### src/hdl/utu_pkg.sv
`timescale 1ns / 1ps

package utu_pkg;

    localparam int QDEPTH = 2;
    localparam int QPTR_W = $clog2(QDEPTH);
    localparam int QCNT_W = $clog2(QDEPTH + 1);

    localparam logic CMD_DATA   = 1'b0;
    localparam logic CMD_FINISH = 1'b1;

    // one or two utf-16 units waiting to be sent as bytes
    typedef struct packed {
        logic        two_units;
        logic [15:0] unit0;
        logic [15:0] unit1;
    } t_unit_req;

endpackage

### src/hdl/utu_front.sv
`timescale 1ns / 1ps

module utu_front
    import utu_pkg::*;
(
    input  logic      i_clk,
    input  logic      i_rst_n,
    input  logic      i_valid,
    input  logic      i_cmd,
    input  logic [7:0] i_byte,
    output logic      o_ready,
    input  logic      i_q_full,
    output logic      o_push,
    output t_unit_req o_req
);

    logic [20:0] r_partial;
    logic [1:0]  r_pending;
    logic [20:0] n_partial;
    logic [1:0]  n_pending;
    logic        accept;
    logic        emit;
    logic [20:0] code;
    logic [20:0] v;

    assign o_ready = !i_q_full;
    assign accept  = i_valid && o_ready;
    assign code    = {r_partial[14:0], i_byte[5:0]};
    assign v       = code - 21'h10000;

    always_comb begin
        n_partial = r_partial;
        n_pending = r_pending;
        emit      = 1'b0;
        o_req     = '0;
        if (i_cmd == CMD_FINISH) begin
            n_partial = '0;
            n_pending = '0;
            emit      = 1'b1;
        end else if (r_pending == 2'd0) begin
            if (i_byte[7] == 1'b0) begin
                emit        = 1'b1;
                o_req.unit0 = {8'h00, i_byte};
            end else if (i_byte[7:5] == 3'b110) begin
                n_partial = {16'd0, i_byte[4:0]};
                n_pending = 2'd1;
            end else if (i_byte[7:4] == 4'b1110) begin
                n_partial = {17'd0, i_byte[3:0]};
                n_pending = 2'd2;
            end else if (i_byte[7:3] == 5'b11110) begin
                n_partial = {18'd0, i_byte[2:0]};
                n_pending = 2'd3;
            end
        end else if (i_byte[7:6] != 2'b10) begin
            n_partial = '0;
            n_pending = '0;
        end else begin
            n_partial = code;
            n_pending = r_pending - 2'd1;
            if (r_pending == 2'd1) begin
                emit      = 1'b1;
                n_partial = '0;
                if (code[20:16] == 5'd0) begin
                    o_req.unit0 = code[15:0];
                end else begin
                    // surrogate pair, with no range check on the code point
                    o_req.two_units = 1'b1;
                    o_req.unit0     = 16'hD800 + {5'd0, v[20:10]};
                    o_req.unit1     = 16'hDC00 + {6'd0, v[9:0]};
                end
            end
        end
    end

    assign o_push = accept && emit;

    always_ff @(posedge i_clk) begin
        if (!i_rst_n) begin
            r_partial <= '0;
            r_pending <= '0;
        end else if (accept) begin
            r_partial <= n_partial;
            r_pending <= n_pending;
        end
    end

endmodule

### src/hdl/utu_queue.sv
`timescale 1ns / 1ps

module utu_queue
    import utu_pkg::*;
(
    input  logic      i_clk,
    input  logic      i_rst_n,
    input  logic      i_push,
    input  t_unit_req i_req,
    input  logic      i_pop,
    output t_unit_req o_req,
    output logic      o_full,
    output logic      o_empty
);

    t_unit_req r_mem [QDEPTH];
    logic [QPTR_W-1:0] r_wr_ptr;
    logic [QPTR_W-1:0] r_rd_ptr;
    logic [QCNT_W-1:0] r_count;

    assign o_full  = (r_count == QCNT_W'(QDEPTH));
    assign o_empty = (r_count == '0);
    assign o_req   = r_mem[r_rd_ptr];

    always_ff @(posedge i_clk) begin
        if (i_push) begin
            r_mem[r_wr_ptr] <= i_req;
        end
    end

    always_ff @(posedge i_clk) begin
        if (!i_rst_n) begin
            r_wr_ptr <= '0;
            r_rd_ptr <= '0;
            r_count  <= '0;
        end else begin
            if (i_push) begin
                r_wr_ptr <= (r_wr_ptr == QPTR_W'(QDEPTH - 1)) ? '0 : r_wr_ptr + 1'b1;
            end
            if (i_pop) begin
                r_rd_ptr <= (r_rd_ptr == QPTR_W'(QDEPTH - 1)) ? '0 : r_rd_ptr + 1'b1;
            end
            if (i_push && !i_pop) begin
                r_count <= r_count + 1'b1;
            end else if (i_pop && !i_push) begin
                r_count <= r_count - 1'b1;
            end
        end
    end

endmodule

### src/hdl/utu_back.sv
`timescale 1ns / 1ps

module utu_back
    import utu_pkg::*;
(
    input  logic       i_clk,
    input  logic       i_rst_n,
    input  logic       i_q_empty,
    input  t_unit_req  i_req,
    output logic       o_pop,
    output logic       o_valid,
    output logic [7:0] o_data,
    output logic       o_last,
    input  logic       i_ready
);

    logic      r_busy;
    logic [1:0] r_idx;
    t_unit_req r_cur;
    logic      done;

    always_comb begin
        case (r_idx)
            2'd0:    o_data = r_cur.unit0[7:0];
            2'd1:    o_data = r_cur.unit0[15:8];
            2'd2:    o_data = r_cur.unit1[7:0];
            default: o_data = r_cur.unit1[15:8];
        endcase
    end

    assign o_valid = r_busy;
    assign o_last  = (r_idx == 2'd3) || (r_idx == 2'd1 && !r_cur.two_units);
    assign done    = r_busy && i_ready && o_last;
    assign o_pop   = !i_q_empty && (!r_busy || done);

    always_ff @(posedge i_clk) begin
        if (o_pop) begin
            r_cur <= i_req;
        end
    end

    always_ff @(posedge i_clk) begin
        if (!i_rst_n) begin
            r_busy <= 1'b0;
            r_idx  <= '0;
        end else if (o_pop) begin
            r_busy <= 1'b1;
            r_idx  <= '0;
        end else if (done) begin
            r_busy <= 1'b0;
            r_idx  <= '0;
        end else if (r_busy && i_ready) begin
            r_idx <= r_idx + 2'd1;
        end
    end

endmodule

### src/hdl/utf8_to_utf16le_stream_top.sv
`timescale 1ns / 1ps
// channel   dir  tdata              tuser        tlast
// s_axis    in   [7:0] in_byte      [0] cmd      -
// m_axis    out  [7:0] out_byte     -            last
//
// an input request is decoded in the cycle it is accepted; a request that
// produces output yields 2 output bytes (4 for a surrogate pair), sent by the
// serializer at one byte per cycle while the sink is ready. a 2-entry queue lets
// input continue while output stalls. reset is synchronous, active low, and
// clears decode state, the queue and the serializer.

module utf8_to_utf16le_stream_top
    import utu_pkg::*;
(
    input  logic       i_clk,
    input  logic       i_rst_n,
    input  logic       i_s_axis_tvalid,
    output logic       o_s_axis_tready,
    input  logic [7:0] i_s_axis_tdata,   // [7:0] in_byte
    input  logic       i_s_axis_tuser,   // [0] cmd
    output logic       o_m_axis_tvalid,
    input  logic       i_m_axis_tready,
    output logic [7:0] o_m_axis_tdata,   // [7:0] out_byte
    output logic       o_m_axis_tlast
);

    t_unit_req push_req;
    t_unit_req head_req;
    logic      push;
    logic      pop;
    logic      q_full;
    logic      q_empty;

    utu_front u_front (
        .i_clk    (i_clk),
        .i_rst_n  (i_rst_n),
        .i_valid  (i_s_axis_tvalid),
        .i_cmd    (i_s_axis_tuser),
        .i_byte   (i_s_axis_tdata),
        .o_ready  (o_s_axis_tready),
        .i_q_full (q_full),
        .o_push   (push),
        .o_req    (push_req)
    );

    utu_queue u_queue (
        .i_clk   (i_clk),
        .i_rst_n (i_rst_n),
        .i_push  (push),
        .i_req   (push_req),
        .i_pop   (pop),
        .o_req   (head_req),
        .o_full  (q_full),
        .o_empty (q_empty)
    );

    utu_back u_back (
        .i_clk     (i_clk),
        .i_rst_n   (i_rst_n),
        .i_q_empty (q_empty),
        .i_req     (head_req),
        .o_pop     (pop),
        .o_valid   (o_m_axis_tvalid),
        .o_data    (o_m_axis_tdata),
        .o_last    (o_m_axis_tlast),
        .i_ready   (i_m_axis_tready)
    );

endmodule

### config.mk
export PLATFORM = sky130hd
export DESIGN_NAME = utf8_to_utf16le_stream_top
export DESIGN_NICKNAME = d
export VERILOG_FILES = /design/src/hdl/utu_pkg.sv /design/src/hdl/utu_front.sv /design/src/hdl/utu_queue.sv /design/src/hdl/utu_back.sv /design/src/hdl/utf8_to_utf16le_stream_top.sv
export SDC_FILE = /design/constraint.sdc
export NUM_CORES = 1
export LEC_CHECK = 0
export BUFFER_PORTS_ARGS = -buffer_cell sky130_fd_sc_hd__clkbuf_2
export CAP_MARGIN = 25
export CORE_ASPECT_RATIO = 2
export CORE_UTILIZATION = 42
export DETAILED_ROUTE_END_ITERATION = 10
export HOLD_SLACK_MARGIN = 0.06
export MAX_ROUTING_LAYER = met4
export PLACE_DENSITY = 0.63
export SLEW_MARGIN = 10
export SYNTH_ARGS = -nofsm -noshare
export SYNTH_HDL_FRONTEND = slang
export SYNTH_SLANG_ARGS = --single-unit
### constraint.sdc
create_clock -name i_clk -period 4.53 [get_ports i_clk]
set_input_delay 0.906 -clock i_clk [delete_from_list [all_inputs] [get_ports i_clk]]
set_output_delay 0.906 -clock i_clk [all_outputs]
set_load 0.1 [all_outputs]
==> qor.csv <==
metric;value;unit
Finished Layout Cells;502;
CTS clock-pin slew for the worst setup and hold paths;0.07;ns
Post-DRT Antenna Nets;0;
CTS tree;done;
CTS hold repair buffers;0;
die height;149;µm
ys flop type;edfxtp_1;
measured slew at the worst slew-check pin;0.731;ns
# IOs;24;
clk buf depth;2;
critical-path cell list;ha_1 -> nor2b_1 -> a21oi_1 -> clkbuf_2;
RD Place Congestion;0.834;
unrepaired setup endpoints after global routing;no;
Final setup violation count;0;
Synth Instances;337;
Port Buffers;23;
GRT overflow;0;
Area Overhead vs Synth;12.4;%
Power Dens Cells;593;nW/µm²
peak supply drop;0.000392;V
setup_tns;0;ns
Seq/Total Area, Yosys;64.1;%
placed cell area;4800;µm²
Tot Pwr;3.03;mW
clk root buf;clkbuf_16;
Worst setup EP type;output port;
Max Freq;0.330;GHz
post-DP HPWL;6600;µm
Worst Path Buf+Inv;1;
# resized after CTS;0;
Post-Synthesis Net Count;359;
Post-CTS Repair Setup Buffers;0;
pre-CTS setup slack;1.58;ns
vias in the first global route;2805;
setup slack after layout;1.50;ns
drt via density;5.51;
CP max stage delay;0.44;ns
Routed WL;9040;µm
worst hold path class;flip-flop to flip-flop;
Rows;53;
core area;10500;µm²
die area;11300;µm²
Final Cycle Share;66.9;%
EDFF count, synth;81;
DRC;0;
CP required;3.62;ns
min Tclk post-route;3.03;ns
largest net degree at the start of global routing;31;
via count;2767;
post-synthesis cell type count;50;
number of buffers created by CTS;9;
post-layout util;48.5;%
Die W;75.6;µm
initial drt markers;192;
Max Slew Vio Count;0;
placed cells;486;
Non-Filler Cell Area, Final;5110;µm²
Final Skew;0.00718;ns
clock tree sinks;105;
max-cap violation count;0;
most frequent cells in the layout;edfxtp_1, mux2_2, a21oi_1;
n_diodes;0;
wire per inst;18.0;µm
synth warn;0;
status;finished, final reports clean;
arrival time of the worst setup path;2.13;ns
Syn Std Cell Area;4550;µm²
maximum fanout along the worst path;9;
Final nets;382;
syn avg cell area;13.5;µm²
critical path's slowest cell;ha_1;
final hold slack;0.495;ns
Synth Register Bits;105;
fill count;924;
endpoints failing hold;0;
Clock Latency Late Sink;0.34;ns
Slew headroom;51.1;%
DRT Pass-1 Iters;5;
post-synthesis async set-or-reset flop share;0;%
initial antenna violation count;0;
total track usage;18.5;%
Initial Util;43.1;%
Worst Setup Start Kind;flip-flop;
most common cell after layout, fill and taps aside;edfxtp_1;
first-pass GRT wire length;14500;µm
Leakage Power;1.80;nW
H-tree Lvls;3;
critical path class;flip-flop to output port;
share of cells above drive strength 1;22.7;%
Worst path top cell family by delay;adder cells;
==> final timing paths <==
check / startpoint / end / slack (ns) / cells after the start
max: u_back.r_idx[0] / o_m_axis_tdata[4] / 1.50 / 4
min: u_front.r_pending[1] / u_front.r_pending[1] / 0.50 / 2
max reg2reg: u_front.r_pending[0] / u_queue.r_mem[1][21] / 1.90 / 6
min reg2reg: u_front.r_pending[1] / u_front.r_pending[1] / 0.50 / 2
==> area by class of cell <==
cell class	instances	area [µm²]	share of cell area [%]
well taps	137	171	3.35
repair buffers	27	145	2.84
inverters	15	56.3	1.10
clock buffers	15	310	6.07
multi-input cells	202	1510	29.5
flip-flops and latches	105	2910	57.0
clock inverters	1	5.00	0.0979
==> report_power, final <==
part / leakage [nW] / switching, mW / internal, mW
registers: 0.963 / 0.0650 / 1.28
clock network: 0.156 / 0.317 / 0.469
logic: 0.685 / 0.660 / 0.243
total: 1.80 / 1.04 / 1.99
==> kinds of logic after synthesis <==
group | after synthesis | synth area share, %
buffers and inverters | 30 | 2.86
multiplexers | 33 | 8.01
AO/OA/AOI/OAI | 74 | 11.7
flip-flops | 105 | 64.1
XOR/XNOR | 5 | 0.963
adder cells (fa/ha/maj) | 9 | 2.48
AND/OR/NAND/NOR | 81 | 9.91
==> synth_stat cells, types with 3 or more instances <==
library cell	n	share of area (%)
a22oi_1	5	0.83
xor2_1	4	0.77
o21ai_0	12	1.3
clkbuf_1	8	0.66
nand3_1	3	0.33
edfxtp_1	81	53
a21oi_1	26	2.9
dfxtp_1	24	11
a22o_1	11	2.1
a222oi_1	3	0.66
nor2_1	25	2.1
nand4_1	4	0.55
nor2b_1	3	0.41
nor3_1	3	0.33
and2_1	12	1.7
mux2i_1	6	1.3
ha_1	9	2.5
buf_2	5	0.55
mux2_2	27	6.7
inv_1	15	1.2
nand2_1	13	1.1
==> per-layer routing <==
metal  routed length, µm  track usage (%)  vias to the layer above
met2                5000             31.8                       69
met4                 450             10.6                        0
met1                3390             19.3                     1359
li1                    -                -                     1310
met5                   0                -                        -
met3                 199             2.97                       29
==> flip-flops by register name (all words and copies together), names as in the netlist <==
register	count
u_front.r_partial	15
u_queue.r_mem	54
u_queue.r_count	2
u_queue.r_wr_ptr	1
u_back.r_cur	27
u_queue.r_rd_ptr	1
u_back.o_valid	1
u_back.r_idx	2
u_front.r_pending	2
==> tightest hold or removal path, stage by stage (launching register included) <==
cell and delay, ns:
dfxtp_1 0.31, o21ai_0 0.07, a21oi_1 0.07
Note: power is estimated with default switching activity, not from simulation.
